$ cat config.mk
export PLATFORM = sky130hd
export DESIGN_NAME = pls_ctrl
export DESIGN_NICKNAME = d
export VERILOG_FILES = /design/src/pls_pkg.sv /design/src/pls_ctrl.sv
export SDC_FILE = /design/constraint.sdc
export NUM_CORES = 1
export LEC_CHECK = 0
export ABC_AREA = 1
export BUFFER_PORTS_ARGS = -buffer_cell sky130_fd_sc_hd__buf_4
export CAP_MARGIN = 20
export CORE_UTILIZATION = 40
export CTS_CLUSTER_SIZE = 24
export DETAILED_ROUTE_END_ITERATION = 12
export SETUP_SLACK_MARGIN = 0.2
export SLEW_MARGIN = 20
export SYNTH_ARGS = -nofsm -noshare
export SYNTH_HDL_FRONTEND = slang
export SYNTH_SLANG_ARGS = --single-unit
$ cat constraint.sdc
create_clock -name clk -period 5.49 [get_ports clk]
set_input_delay 1.3725 -clock clk [delete_from_list [all_inputs] [get_ports clk]]
set_output_delay 1.3725 -clock clk [all_outputs]
set_load 0.01 [all_outputs]
$ cat src/pls_pkg.sv
// pls_pkg: shared types and constants for the positional list store.
// Holds the request/response transaction structs, mode and status codes.
// No dependencies; imported by pls_ctrl and positional_list_store.
package pls_pkg;

    // Storage geometry
    localparam int CAPACITY = 256;
    localparam int ADDR_W   = $clog2(CAPACITY);
    localparam int DATA_W   = 32;
    localparam int POS_W    = 9;
    localparam int CNT_W    = 9;
    localparam int MODE_W   = 3;
    localparam int STAT_W   = 2;

    // Request modes
    localparam logic [MODE_W-1:0] MODE_INSERT = 3'd0;
    localparam logic [MODE_W-1:0] MODE_REMOVE = 3'd1;
    localparam logic [MODE_W-1:0] MODE_SET    = 3'd2;
    localparam logic [MODE_W-1:0] MODE_GET    = 3'd3;
    localparam logic [MODE_W-1:0] MODE_CLEAR  = 3'd4;

    // Result status codes
    localparam logic [STAT_W-1:0] STATUS_DONE  = 2'd0;
    localparam logic [STAT_W-1:0] STATUS_RANGE = 2'd1;
    localparam logic [STAT_W-1:0] STATUS_FULL  = 2'd2;

    typedef struct packed {
        logic [MODE_W-1:0]        mode;
        logic [POS_W-1:0]         position;
        logic signed [DATA_W-1:0] value;
    } req_t;

    typedef struct packed {
        logic signed [DATA_W-1:0] read_value;
        logic [STAT_W-1:0]        status;
        logic [CNT_W-1:0]         entry_count;
        logic                     is_empty;
    } rsp_t;

endpackage

$ cat src/pls_ctrl.sv
// pls_ctrl: request sequencer for the positional list store.
// Decodes each request, runs the read-move-write shift over the entry RAM,
// keeps the entry count and the response register. Uses pls_pkg.
module pls_ctrl (
    input  logic                             clk,
    input  logic                             rst_n,
    input  logic                             req_valid,
    output logic                             req_ready,
    input  pls_pkg::req_t                    req,
    output logic                             rsp_valid,
    input  logic                             rsp_ready,
    output pls_pkg::rsp_t                    rsp,
    output logic                             ram_we,
    output logic [pls_pkg::ADDR_W-1:0]       ram_waddr,
    output logic [pls_pkg::DATA_W-1:0]       ram_wdata,
    output logic                             ram_re,
    output logic [pls_pkg::ADDR_W-1:0]       ram_raddr,
    input  logic [pls_pkg::DATA_W-1:0]       ram_rdata
);
    import pls_pkg::*;

    typedef enum logic [4:0] {
        S_IDLE  = 5'b00001,
        S_SHIFT = 5'b00010,
        S_FILL  = 5'b00100,
        S_GETW  = 5'b01000,
        S_DONE  = 5'b10000
    } state_t;

    state_t              state_reg, state_next;
    logic [CNT_W-1:0]    count_reg, count_next;
    logic [ADDR_W-1:0]   pos_reg, pos_next;
    logic [ADDR_W-1:0]   widx_reg, widx_next;
    logic [DATA_W-1:0]   val_reg, val_next;
    logic                ins_reg, ins_next;
    logic [STAT_W-1:0]   status_reg, status_next;
    logic [DATA_W-1:0]   rd_reg, rd_next;
    rsp_t                rsp_reg, rsp_next;
    logic                rsp_valid_reg, rsp_valid_next;

    logic [CNT_W-1:0]    req_pos;

    assign req_pos   = req.position;
    assign req_ready = (state_reg == S_IDLE);
    assign rsp_valid = rsp_valid_reg;
    assign rsp       = rsp_reg;

    // Sequencer and RAM port control
    always_comb
    begin
        state_next     = state_reg;
        count_next     = count_reg;
        pos_next       = pos_reg;
        widx_next      = widx_reg;
        val_next       = val_reg;
        ins_next       = ins_reg;
        status_next    = status_reg;
        rd_next        = rd_reg;
        rsp_next       = rsp_reg;
        rsp_valid_next = rsp_valid_reg;
        ram_we         = 1'b0;
        ram_waddr      = widx_reg;
        ram_wdata      = ram_rdata;
        ram_re         = 1'b0;
        ram_raddr      = widx_reg;

        // response register drains independently of the sequencer
        if (rsp_valid_reg && rsp_ready)
        begin
            rsp_valid_next = 1'b0;
        end

        unique case (state_reg)
            S_IDLE:
            begin
                if (req_valid)
                begin
                    pos_next    = req_pos[ADDR_W-1:0];
                    val_next    = req.value;
                    ins_next    = (req.mode == MODE_INSERT);
                    status_next = STATUS_DONE;
                    rd_next     = '0;
                    state_next  = S_DONE;
                    unique case (req.mode)
                        MODE_INSERT:
                        begin
                            if (req_pos > count_reg)
                            begin
                                status_next = STATUS_RANGE;
                            end
                            else if (count_reg == CNT_W'(CAPACITY))
                            begin
                                status_next = STATUS_FULL;
                            end
                            else if (req_pos == count_reg)
                            begin
                                // append: single write
                                ram_we     = 1'b1;
                                ram_waddr  = req_pos[ADDR_W-1:0];
                                ram_wdata  = req.value;
                                count_next = count_reg + CNT_W'(1);
                            end
                            else
                            begin
                                // move entries up, starting at the top
                                ram_re     = 1'b1;
                                ram_raddr  = ADDR_W'(count_reg - CNT_W'(1));
                                widx_next  = count_reg[ADDR_W-1:0];
                                state_next = S_SHIFT;
                            end
                        end
                        MODE_REMOVE:
                        begin
                            if (req_pos >= count_reg)
                            begin
                                status_next = STATUS_RANGE;
                            end
                            else if (req_pos == count_reg - CNT_W'(1))
                            begin
                                count_next = count_reg - CNT_W'(1);
                            end
                            else
                            begin
                                // move entries down, starting above the hole
                                ram_re     = 1'b1;
                                ram_raddr  = ADDR_W'(req_pos + CNT_W'(1));
                                widx_next  = req_pos[ADDR_W-1:0];
                                state_next = S_SHIFT;
                            end
                        end
                        MODE_SET:
                        begin
                            if (req_pos >= count_reg)
                            begin
                                status_next = STATUS_RANGE;
                            end
                            else
                            begin
                                ram_we    = 1'b1;
                                ram_waddr = req_pos[ADDR_W-1:0];
                                ram_wdata = req.value;
                            end
                        end
                        MODE_GET:
                        begin
                            if (req_pos >= count_reg)
                            begin
                                status_next = STATUS_RANGE;
                            end
                            else
                            begin
                                ram_re     = 1'b1;
                                ram_raddr  = req_pos[ADDR_W-1:0];
                                state_next = S_GETW;
                            end
                        end
                        MODE_CLEAR:
                        begin
                            count_next = '0;
                        end
                        default:
                        begin
                            // undefined mode: no effect
                        end
                    endcase
                end
            end

            S_SHIFT:
            begin
                // write the word fetched last cycle, fetch the next one
                ram_we    = 1'b1;
                ram_waddr = widx_reg;
                ram_wdata = ram_rdata;
                if (ins_reg)
                begin
                    if (widx_reg == pos_reg + ADDR_W'(1))
                    begin
                        state_next = S_FILL;
                    end
                    else
                    begin
                        ram_re    = 1'b1;
                        ram_raddr = widx_reg - ADDR_W'(2);
                        widx_next = widx_reg - ADDR_W'(1);
                    end
                end
                else
                begin
                    if (CNT_W'(widx_reg) + CNT_W'(2) == count_reg)
                    begin
                        count_next = count_reg - CNT_W'(1);
                        state_next = S_DONE;
                    end
                    else
                    begin
                        ram_re    = 1'b1;
                        ram_raddr = widx_reg + ADDR_W'(2);
                        widx_next = widx_reg + ADDR_W'(1);
                    end
                end
            end

            S_FILL:
            begin
                ram_we     = 1'b1;
                ram_waddr  = pos_reg;
                ram_wdata  = val_reg;
                count_next = count_reg + CNT_W'(1);
                state_next = S_DONE;
            end

            S_GETW:
            begin
                rd_next    = ram_rdata;
                state_next = S_DONE;
            end

            S_DONE:
            begin
                if (!rsp_valid_reg || rsp_ready)
                begin
                    rsp_next.read_value  = $signed(rd_reg);
                    rsp_next.status      = status_reg;
                    rsp_next.entry_count = count_reg;
                    rsp_next.is_empty    = (count_reg == '0);
                    rsp_valid_next       = 1'b1;
                    state_next           = S_IDLE;
                end
            end

            default:
            begin
                state_next = S_IDLE;
            end
        endcase
    end

    // Control state
    always_ff @(posedge clk or negedge rst_n)
    begin
        if (!rst_n)
        begin
            state_reg     <= S_IDLE;
            count_reg     <= '0;
            rsp_valid_reg <= 1'b0;
        end
        else
        begin
            state_reg     <= state_next;
            count_reg     <= count_next;
            rsp_valid_reg <= rsp_valid_next;
        end
    end

    // Payload registers
    always_ff @(posedge clk)
    begin
        pos_reg    <= pos_next;
        widx_reg   <= widx_next;
        val_reg    <= val_next;
        ins_reg    <= ins_next;
        status_reg <= status_next;
        rd_reg     <= rd_next;
        rsp_reg    <= rsp_next;
    end

    // Count stays within the store
    a_count_bound: assert property (@(posedge clk) disable iff (!rst_n)
        count_reg <= CNT_W'(CAPACITY))
        else $error("entry count above capacity");

    // Count moves by one per request, or drops to zero on clear
    a_count_step: assert property (@(posedge clk) disable iff (!rst_n)
        !$stable(count_reg) |-> (count_reg == $past(count_reg) + CNT_W'(1)
                                 || count_reg == $past(count_reg) - CNT_W'(1)
                                 || count_reg == '0))
        else $error("entry count jumped");

    // During a shift the read and write never hit the same entry
    a_shift_noalias: assert property (@(posedge clk) disable iff (!rst_n)
        (state_reg == S_SHIFT && ram_re) |-> (ram_raddr != ram_waddr))
        else $error("shift read/write address collision");

    // A new response is loaded only on leaving the done state
    a_rsp_load: assert property (@(posedge clk) disable iff (!rst_n)
        (rsp_valid_reg && $past(rsp_valid_reg) && !$stable(rsp_reg))
            |-> ($past(state_reg == S_DONE) && $past(rsp_ready)))
        else $error("response changed without a completed transaction");

endmodule

==> results.txt, run 1 <==
----------------------------------------------------
[Drt]
  Number of optimization iterations in the first detailed-route pass ... 6
  DRC ... 0
  Antenna-violating nets left ... 0
  Routed via count ... 9060
  Wire length reported by the detailed router ... 31200 um
  Routed length per placed instance ... 18.7 um
  Iteration-0 DRC Markers ... 777
  Via density per instance ... 5.44

[Yosys]
  Number of different library cells in the post-synthesis netlist ... 53
  Most common cell in the netlist ... nand2_1
  Top cell type by total area after synthesis ... edfxtp_1
  Dominant combinational cell family by area after synthesis ... simple AND/OR/NAND/NOR gates
  Biggest area contributors in the synthesized netlist ... edfxtp_1 41%, nand2_1 12%, a21oi_1 4.8%, inv_1 4.7%, nand3_1 4.2%
  Async SR Flop Fraction ... 10.6%
  Area fraction of the dominant cell type after synthesis ... 40.6%
  Main synth FF type ... edfxtp_1
  EDFF count, synth ... 127
  Fraction of the mapped netlist area in compound gates ... 15.1%
  Multiplexer share of the synthesized area ... 0%
  Post-Syn Instances ... 1170
  Fraction of the yosys area taken by sequential cells ... 44.6%
  Warnings, synthesis ... 0
  Mapped Area ... 9400 um2
  Adder-cell share of the synthesized area ... 3.14%
  Most used standard cells in the synthesized netlist ... 300 x nand2_1, 127 x edfxtp_1, 118 x inv_1
  Synthesized-area fraction occupied by xor and xnor cells ... 1.86%
  Number of nets in the synthesized netlist ... 1273
  Simple-gate share of the synthesized area ... 27.1%
  Avg Inst Size Synth ... 8.03 um2
  Yosys reg bits ... 142

[Setup path]
  Critical-path cell list ... buf_4 > ha_1 > nand2_1 > nor2_1 > nand4_1 > buf_4 > nand4_2 > inv_1 > buf_4 > nand2_1 > nand2_1 > nand3_1 > nand2_1 > nand4_1 > buf_4
  Arrival time at the worst endpoint ... 3670 ps
  Total buffers and inverters traversed by the critical path ... 5
  Data required time of the critical path ... 4120 ps
  Longest individual stage delay on the worst path ... 320 ps
  Cell with the biggest individual delay on the critical path ... ha_1
  Largest driver fanout on the critical path ... 14
  Kind of cell adding the most delay to the critical path ... simple AND/OR/NAND/NOR gates
  Type of element capturing the critical path ... output port
  Startpoint type of the worst setup path ... input pin
  Critical path type ... in2out

[Clocking]
  CTS Root Buffer Type ... clkbuf_16
  # H-tree levels ... 4
  Source-to-sink clock delay at the later pin of the worst-skew pair ... 430 ps
  CTS tree ... done
  Total clock buffers created by CTS ... 17
  Number of clock sinks ... 142
  Clock buffer depth ... 2
  Clock-pin slew on the worst setup and hold paths ... 70 ps

[Timing]
  Max-slew violations ... 0
  Final setup TNS ... 0 ps
  Share of the clock period used by the worst path after layout ... 91.8%
  Final setup violation count ... 0
  Max Clk Rate ... 0.198 GHz
  Count of final hold-check violations ... 0
  Relative slew slack ... 34.3%
  Clock skew ... 18.7 ps
  Least setup slack across all paths after layout ... 448 ps
  Period minus WS final ... 5040 ps
  Unrepaired setup endpoints after global routing ... no
  Actual transition at the worst max-transition pin ... 985 ps

[Global routing]
  Overall overflow remaining after global route ... 0
  GRT Resource Usage Total ... 26.3%
  Wire length of the first global-routing pass ... 48200 um
  Antenna violations before repair ... 0
  Number of global-route vias before repair ... 8327
  Largest net degree at the start of global routing ... 47

[Floorplanning]
  Full die area ... 24100 um2
  Chip width ... 155 um
  Effective utilization at floorplan ... 41.1%
  Die Span Y ... 155 um
  # IOs ... 176
  Site Rows ... 55
  Standard cell core area ... 22800 um2

[Power]
  Worst vdd ir ... 335 uV
  Total leakage power ... 5.12 nW
  Power density cells ... 456 nW/um2

[Cells and area]
  Syn-to-layout area delta ... 24.5%
  Proportion of layout cells with a drive suffix above 1 ... 23.0%
  Final net count ... 1443
  Antenna diodes ... 0
  Share of the core filled with cells ... 51.2%
  Largest register FFs ... 44

[Placed design]
  Pre-CTS setup slack ... 377 ps
  Number of buffer cells added on primary ports ... 175
  Last weighted congestion value of the routability-driven placer ... 0.919
  Total half-perimeter wirelength after legalization and detailed placement ... 22500 um

[Min path]
  Path type of the worst min-delay path ... reg2reg

[Status]
  Status ... finished, final reports clean

[Flow run]
  Max-Cap Viols ... 0

----------------------------------------------------
timing repair:
action / CTS / global route
hold buffers: 0 / 0
gates resized for setup: 0 / 1
endpoints found under the setup margin: 0 / 24
buffers inserted: 0 / 1
layer usage:
metal / wire [um] / vias to the layer above / share of wire, % / track usage, %
met5: 0 / - / 0 / 0
met4: 698 / 0 / 2.2 / 8.73
met3: 2230 / 46 / 7.1 / 4.54
met2: 14400 / 413 / 46 / 42.2
met1: 13900 / 4265 / 45 / 36.0
li1: - / 4336 / - / -
worst paths after layout:
path,from,endpoint,slack [ps],cells after the start
min in group asynchronous,rst_n,count_reg[6]$_DFFE_PN0P_,780,1
hold / removal,rd_reg[9]$_SDFFCE_PN0P_,rsp[21]$_DFFE_PP_,410,0
setup reg to reg,count_reg[6]$_DFFE_PN0P_,widx_reg[0]$_DFFE_PP_,2200,14
hold reg to reg,rd_reg[9]$_SDFFCE_PN0P_,rsp[21]$_DFFE_PP_,410,0
setup / recovery,req[36],ram_raddr[2],450,15
max in group asynchronous,rst_n,state_reg[0]$_DFFE_PN1P_,4430,1
power by group:
group	switching, W	internal (W)
combinational	0.00160	0.000912
sequential	0.000143	0.00150
clock	0.000532	0.000649
total	0.00228	0.00306
cell type report:
cell class / instances / area (um2)
Tap cell: 313 / 392
Clock buffer: 17 / 425
Clock inverter: 15 / 173
Inverter: 137 / 517
Sequential cell: 142 / 4190
Multi-Input combinational cell: 840 / 4450
Timing Repair Buffer: 202 / 1550
Fill cell: 2229 / 11100
kinds of logic after synthesis:
family / count (synthesis)
DFF: 142
AOI/OAI and AO/OA: 240
adders and majority gates: 23
and+or+nand+nor: 557
buffers and inverters: 188
xor gates and xnor gates: 20
stage by stage:
step	std cells	hold slack [ps]	cell area (um2)	power [W]
2_1_floorplan	1170	400	9400	0.00319
6_report	1666	410	11700	0.00534
3_5_place_dp	1633	405	11100	0.00418
5_1_grt	1666	424	11700	0.00568
4_1_cts	1665	413	11700	0.00537
3_3_place_gp	1633	400	11100	0.00416
placed cells by master (no fill, tap or decap), types with 4 or more instances in the layout:
cell type | synthesis | final
o21ai_2 | 9 | 9
nand3_2 | 7 | 7
nor2_2 | 5 | 6
a21oi_1 | 90 | 90
o2111ai_1 | 6 | 6
xor2_1 | 16 | 16
nor2_1 | 92 | 89
o22ai_1 | 7 | 7
inv_1 | 118 | 118
nand2_2 | 13 | 13
inv_6 | 0 | 5
nand4_1 | 32 | 32
dfrtp_1 | 14 | 14
clkbuf_16 | 0 | 17
xnor2_1 | 4 | 4
nand3_1 | 78 | 78
o211ai_1 | 35 | 35
o21ai_0 | 54 | 54
edfxtp_1 | 127 | 127
nor2_4 | 6 | 8
inv_2 | 15 | 15
nor3_1 | 6 | 5
ha_1 | 22 | 22
a21o_1 | 7 | 7
buf_4 | 4 | 199
o21ai_1 | 20 | 20
nand2_1 | 300 | 300
Note: power is estimated with default switching activity, not from simulation.
==> inputs of run 2 (changes only) <==
RECOVER_POWER = 50   (was default)
==> results.txt, run 2 (synthesized netlist as in run 1, its figures left out) <==
----------------------------------------------------
[Floorplanning]
  Full die area ... 24100 um2 (unchanged)
  Chip width ... 155 um (unchanged)
  Site Rows ... 55 (unchanged)
  Effective utilization at floorplan ... 41.1% (unchanged)
  Standard cell core area ... 22800 um2 (unchanged)
  # IOs ... 176 (unchanged)
  Die Span Y ... 155 um (unchanged)

[Cells and area]
  # fillers ... 2295 (+3.0%)
  Final cell count without fillers ... 1666 (unchanged)
  Share of the core filled with cells ... 50.1% (-1.2 points)
  Final net count ... 1443 (unchanged)
  Antenna diodes ... 0 (unchanged)
  Post-route standard cell area excluding fillers ... 11400 um2 (-2.2%)
  Proportion of layout cells with a drive suffix above 1 ... 17.9% (-5.1 points)
  Most frequent cells in the layout ... 300 x nand2_1, 127 x edfxtp_1, 120 x buf_4
  Syn-to-layout area delta ... 21.7%
  Largest register FFs ... 44 (unchanged)
  Commonest non-fill, non-tap cell in the layout ... nand2_1

[Global routing]
  Number of global-route vias before repair ... 8327 (unchanged)
  GRT Resource Usage Total ... 26.3% (unchanged)
  Wire length of the first global-routing pass ... 48200 um (unchanged)
  Largest net degree at the start of global routing ... 47 (unchanged)
  Overall overflow remaining after global route ... 0 (unchanged)
  Antenna violations before repair ... 0 (unchanged)

[Status]
  Failing checks ... max-capacitance violations, max-slew violations
  Status ... finished, violations left

[Timing]
  Final setup TNS ... 0 ps (unchanged)
  Share of the clock period used by the worst path after layout ... 94.6% (+2.8 points)
  Hold slack final ... 411 ps (+0.566 ps)
  Relative slew slack ... -23.2% (-58 points)
  Max Clk Rate ... 0.192 GHz (-2.9%)
  Unrepaired setup endpoints after global routing ... no
  Max-slew violations ... 55 (+55)
  Actual transition at the worst max-transition pin ... 1840 ps (+856 ps)
  Clock skew ... 19.5 ps (+0.741 ps)
  Final setup violation count ... 0 (unchanged)
  Period minus WS final ... 5200 ps (+153 ps)
  Count of final hold-check violations ... 0 (unchanged)

[Power]
  Proportion of power drawn by flip-flops and latches ... 31.2% (+0.4 points)
  Clock network fraction of total power ... 22.4% (+0.3 points)
  Total leakage power ... 4.87 nW (-4.8%)
  Int Pwr ... 0.00300 W (-2.1%)
  Combinational Power Share ... 46.4% (-0.7 points)
  Net switching component of the power ... 0.00227 W (-0.37%)
  Switching part of the total ... 43.1% (+0.42 points)
  Power density cells ... 461 nW/um2 (+0.92%)
  Worst vdd ir ... 333 uV (-0.70%)

[Min path]
  Path type of the worst min-delay path ... reg2reg

[Drt]
  Routed length per placed instance ... 18.8 um (+0.11%)
  Routed via count ... 8976 (-0.93%)
  Antenna-violating nets left ... 0 (unchanged)
  DRC ... 0 (unchanged)
  Via density per instance ... 5.39 (-0.93%)
  Wire length reported by the detailed router ... 31300 um (+0.11%)
  Number of optimization iterations in the first detailed-route pass ... 5 (-1)
  Iteration-0 DRC Markers ... 768 (-1.2%)

[Clocking]
  Clock-pin slew on the worst setup and hold paths ... 70 ps (about the same)
  Number of clock sinks ... 142 (unchanged)
  # H-tree levels ... 4 (unchanged)
  Total clock buffers created by CTS ... 17 (unchanged)
  Clock buffer depth ... 2 (unchanged)
  CTS tree ... done
  CTS Root Buffer Type ... clkbuf_16
  Source-to-sink clock delay at the later pin of the worst-skew pair ... 430 ps (about the same)

[Placed design]
  Cell area reported after detailed placement ... 11100 um2 (unchanged)
  Number of buffer cells added on primary ports ... 175 (unchanged)
  Placed Instances ... 1633 (unchanged)
  Total half-perimeter wirelength after legalization and detailed placement ... 22500 um (unchanged)
  Last weighted congestion value of the routability-driven placer ... 0.919 (unchanged)

[Setup path]
  Arrival time at the worst endpoint ... 3820 ps (+150 ps)
  Startpoint type of the worst setup path ... input pin
  Data required time of the critical path ... 4120 ps (about the same)
  Critical path type ... in2out
  Largest driver fanout on the critical path ... 14 (unchanged)
  Type of element capturing the critical path ... output port

[Flow run]
  Max-Cap Viols ... 2 (+2)

----------------------------------------------------
[run 2: final timing paths]
path	start	slack (ps)	cells after the start	end
max	req[38]	290	15	ram_raddr[2]
min	rd_reg[9]$_SDFFCE_PN0P_	410	0	rsp[21]$_DFFE_PP_
max reg2reg	count_reg[6]$_DFFE_PN0P_	2220	14	widx_reg[0]$_DFFE_PP_
min reg2reg	rd_reg[9]$_SDFFCE_PN0P_	410	0	rsp[21]$_DFFE_PP_
max in group asynchronous	rst_n	3900	1	count_reg[0]$_DFFE_PN0P_
min in group asynchronous	rst_n	1030	1	count_reg[6]$_DFFE_PN0P_
[run 2: metal layers]
| metal | track usage, % | routed length (um) |
|---|---|---|
| met1 | 36.0 | 13800 |
| met2 | 42.2 | 14400 |
| met3 | 4.54 | 2370 |
| met4 | 8.73 | 686 |
| met5 | 0 | 0 |
[run 2: layout make-up]
cell class	instances	area [um2]	share of cell area (%)
timing repair buffer	202	1310	11.4
sequential	142	4190	36.6
inverter	137	517	4.52
multi-input combinational	840	4440	38.8
tap	313	392	3.42
clock buffer	17	425	3.72
clock inverter	15	173	1.51
[run 2: worst max-delay path, stage by stage]
cell	delay (ps)
clkbuf_1	310
ha_1	320
nand2_1	110
nor2_1	60
nand4_1	90
buf_4	150
nand4_2	110
inv_1	110
buf_4	220
nand2_1	80
nand2_1	60
nand3_1	260
nand2_1	150
nand4_1	200
buf_4	210
[run 2: timing repair]
| action | in CTS | in global routing |
|---|---|---|
| hold buffers | 0 | 0 |
| buffers inserted | 0 | 1 |
| endpoints found under the setup margin | 0 | 24 |
| gates resized for setup | 0 | 1 |
[run 2: power by group through the flow]
stage | registers, W | logic [W] | clock network (W)
after floorplan | 0.00165 | 0.00155 | 0
after global placement | 0.00166 | 0.00250 | 0
after detailed placement | 0.00167 | 0.00251 | 0
after CTS | 0.00165 | 0.00251 | 0.00120
after global routing | 0.00167 | 0.00269 | 0.00125
final | 0.00164 | 0.00245 | 0.00118
[run 2: per-stage QoR]
step           worst slack [ps]  total power [W]
2_1_floorplan               298          0.00319
3_3_place_gp                461          0.00416
3_5_place_dp                377          0.00418
4_1_cts                     373          0.00537
5_1_grt                     123          0.00561
6_report                    295          0.00527
==> inputs of run 3 (changes only) <==
clock period = 6.1 ns   (was 5.49 ns; I/O delays follow)
==> results.txt, run 3 (synthesized netlist as in run 1, its figures left out) <==
----------------------------------------------------
[Timing]
  Unrepaired setup endpoints after global routing ... no
  Share of the clock period used by the worst path after layout ... 93.8%
  Actual transition at the worst max-transition pin ... 2620 ps (+783 ps)
  Count of final hold-check violations ... 0 (unchanged)
  Final setup violation count ... 0 (unchanged)
  Max-slew violations ... 45 (-18%)
  Period minus WS final ... 5720 ps
  Clock skew ... 15.5 ps (-3.98 ps)
  Final setup TNS ... 0 ps (unchanged)
  Relative slew slack ... -74.9% (-52 points)
  Max Clk Rate ... 0.175 GHz
  Least setup slack across all paths after layout ... 377 ps (+82.3 ps)

[Setup path]
  Arrival time at the worst endpoint ... 4200 ps (+380 ps)
  Data required time of the critical path ... 4580 ps (+460 ps)
  Critical path type ... in2out
  Type of element capturing the critical path ... output port
  Largest driver fanout on the critical path ... 15 (+1)
  Startpoint type of the worst setup path ... input pin

[Power]
  Total leakage power ... 4.91 nW (+0.91%)
  Worst vdd ir ... 210 uV (-37%)
  Power density cells ... 414 nW/um2 (-10%)

[Cells and area]
  Syn-to-layout area delta ... 22.1%
  Antenna diodes ... 0 (unchanged)
  Proportion of layout cells with a drive suffix above 1 ... 19.4% (+1.5 points)
  Area occupied by multi-input gates ... 4440 um2 (+0.11%)
  Final net count ... 1438 (-0.35%)
  Most frequent cells in the layout ... 300 x nand2_1, 127 x edfxtp_1, 120 x inv_1
  Sequential standard cell area ... 4190 um2 (unchanged)
  Commonest non-fill, non-tap cell in the layout ... nand2_1
  Largest register FFs ... 44 (unchanged)
  # fillers ... 2292 (-0.13%)
  Share of the core filled with cells ... 50.2% (+0.15 points)

[Drt]
  DRC ... 0 (unchanged)
  Number of optimization iterations in the first detailed-route pass ... 6 (+1)
  Antenna-violating nets left ... 0 (unchanged)
  Via density per instance ... 5.44 (+0.98%)
  Routed length per placed instance ... 18.9 um (+0.56%)
  Iteration-0 DRC Markers ... 1031 (+34%)
  Wire length reported by the detailed router ... 31300 um (+0.26%)
  Routed via count ... 9037 (+0.68%)

[Floorplanning]
  Effective utilization at floorplan ... 41.1% (unchanged)
  Full die area ... 24100 um2 (unchanged)
  Standard cell core area ... 22800 um2 (unchanged)
  Site Rows ... 55 (unchanged)
  # IOs ... 176 (unchanged)
  Chip width ... 155 um (unchanged)
  Die Span Y ... 155 um (unchanged)

[Global routing]
  Antenna violations before repair ... 0 (unchanged)
  Wire length of the first global-routing pass ... 48400 um (+0.57%)
  Largest net degree at the start of global routing ... 47 (unchanged)
  Overall overflow remaining after global route ... 0 (unchanged)
  Number of global-route vias before repair ... 8540 (+2.6%)
  GRT Resource Usage Total ... 26.5% (+0.14 points)

[Status]
  Failing checks ... max-capacitance violations, max-slew violations
  Status ... finished, violations left

[Clocking]
  Source-to-sink clock delay at the later pin of the worst-skew pair ... 430 ps (about the same)
  Post-cts repair resize count ... 0 (unchanged)
  CTS Root Buffer Type ... clkbuf_16
  Clock buffer depth ... 2 (unchanged)
  Setup fix buffers added after clock tree synthesis ... 0 (unchanged)
  # H-tree levels ... 4 (unchanged)
  Total clock buffers created by CTS ... 17 (unchanged)
  Clock-pin slew on the worst setup and hold paths ... 60 ps (about the same)
  CTS Hold Bufs ... 0 (unchanged)
  CTS tree ... done
  Number of clock sinks ... 142 (unchanged)

[Placed design]
  Number of buffer cells added on primary ports ... 175 (unchanged)
  Total half-perimeter wirelength after legalization and detailed placement ... 22400 um (-0.43%)
  Pre-CTS setup slack ... 636 ps (+259 ps)
  Last weighted congestion value of the routability-driven placer ... 0.916 (-0.26%)

[Min path]
  Path type of the worst min-delay path ... reg2reg

[Flow run]
  Max-Cap Viols ... 1 (-1)

----------------------------------------------------
run 3: changes by cell type in the layout (fill, tap and decap cells not counted), moves of 3 or more:
| cell | previous run | this run |
|---|---|---|
| buf_4 | 120 | 115 |
| inv_6 | 5 | 2 |
| clkbuf_1 | 66 | 40 |
| clkbuf_4 | 13 | 40 |
run 3: where the power goes:
group / internal, W / total (W) / switching (W) / leakage, nW
Clock: 0.000550 / 0.00104 / 0.000488 / 0.281
Sequential: 0.00136 / 0.00152 / 0.000157 / 1.38
Combinational: 0.000780 / 0.00220 / 0.00142 / 3.25
Total: 0.00269 / 0.00475 / 0.00207 / 4.91
run 3: area by class of cell:
class / instances / share of cell area (%)
multi-input cells: 840 / 38.7
flip-flops and latches: 142 / 36.5
repair buffers: 197 / 11.7
inverters: 137 / 4.50
clock buffers: 17 / 3.71
well taps: 313 / 3.41
clock inverters: 15 / 1.48
run 3: final timing paths:
check / startpoint / endpoint / slack [ps] / depth (start not counted)
setup / recovery: req[34] / ram_raddr[1] / 380 / 13
hold / removal: rd_reg[5]$_SDFFCE_PN0P_ / rsp[17]$_DFFE_PP_ / 420 / 0
setup reg to reg: count_reg[3]$_DFFE_PN0P_ / widx_reg[1]$_DFFE_PP_ / 2410 / 14
hold reg to reg: rd_reg[5]$_SDFFCE_PN0P_ / rsp[17]$_DFFE_PP_ / 420 / 0
max in group asynchronous: rst_n / count_reg[0]$_DFFE_PN0P_ / 4310 / 1
min in group asynchronous: rst_n / count_reg[5]$_DFFE_PN0P_ / 1200 / 1
run 3: worst max-delay path, stage by stage:
cell and delay, ps:
clkbuf_1 340, ha_1 320, nand2_1 90, inv_1 40, nand4_1 230, nand4_2 150, buf_4 220, nor2_1 420
nand2_1 190, o21ai_0 200, o21ai_0 150, nand3_1 160, buf_4 150
run 3: per-layer routing:
layer  wire [um]  vias to the layer above  global-route usage, %  share of wire (%)
met3        2560                       64                   4.76                8.2
met2       14100                      452                   41.2                 45
met1       13700                     4199                   36.1                 44
li1            -                     4322                      -                  -
met4        1020                        0                   11.4                3.3
met5           0                        -                      0                  0
run 3: through the flow:
stage | instances | instance area [um2] | hold WS (ps) | total power [W]
after CTS | 1661 | 11600 | 418 | 0.00479
after global placement | 1629 | 11000 | 401 | 0.00372
after detailed placement | 1629 | 11000 | 405 | 0.00375
after global routing | 1661 | 11500 | 420 | 0.00507
final | 1661 | 11500 | 417 | 0.00475
after floorplan | 1170 | 9400 | 400 | 0.00287
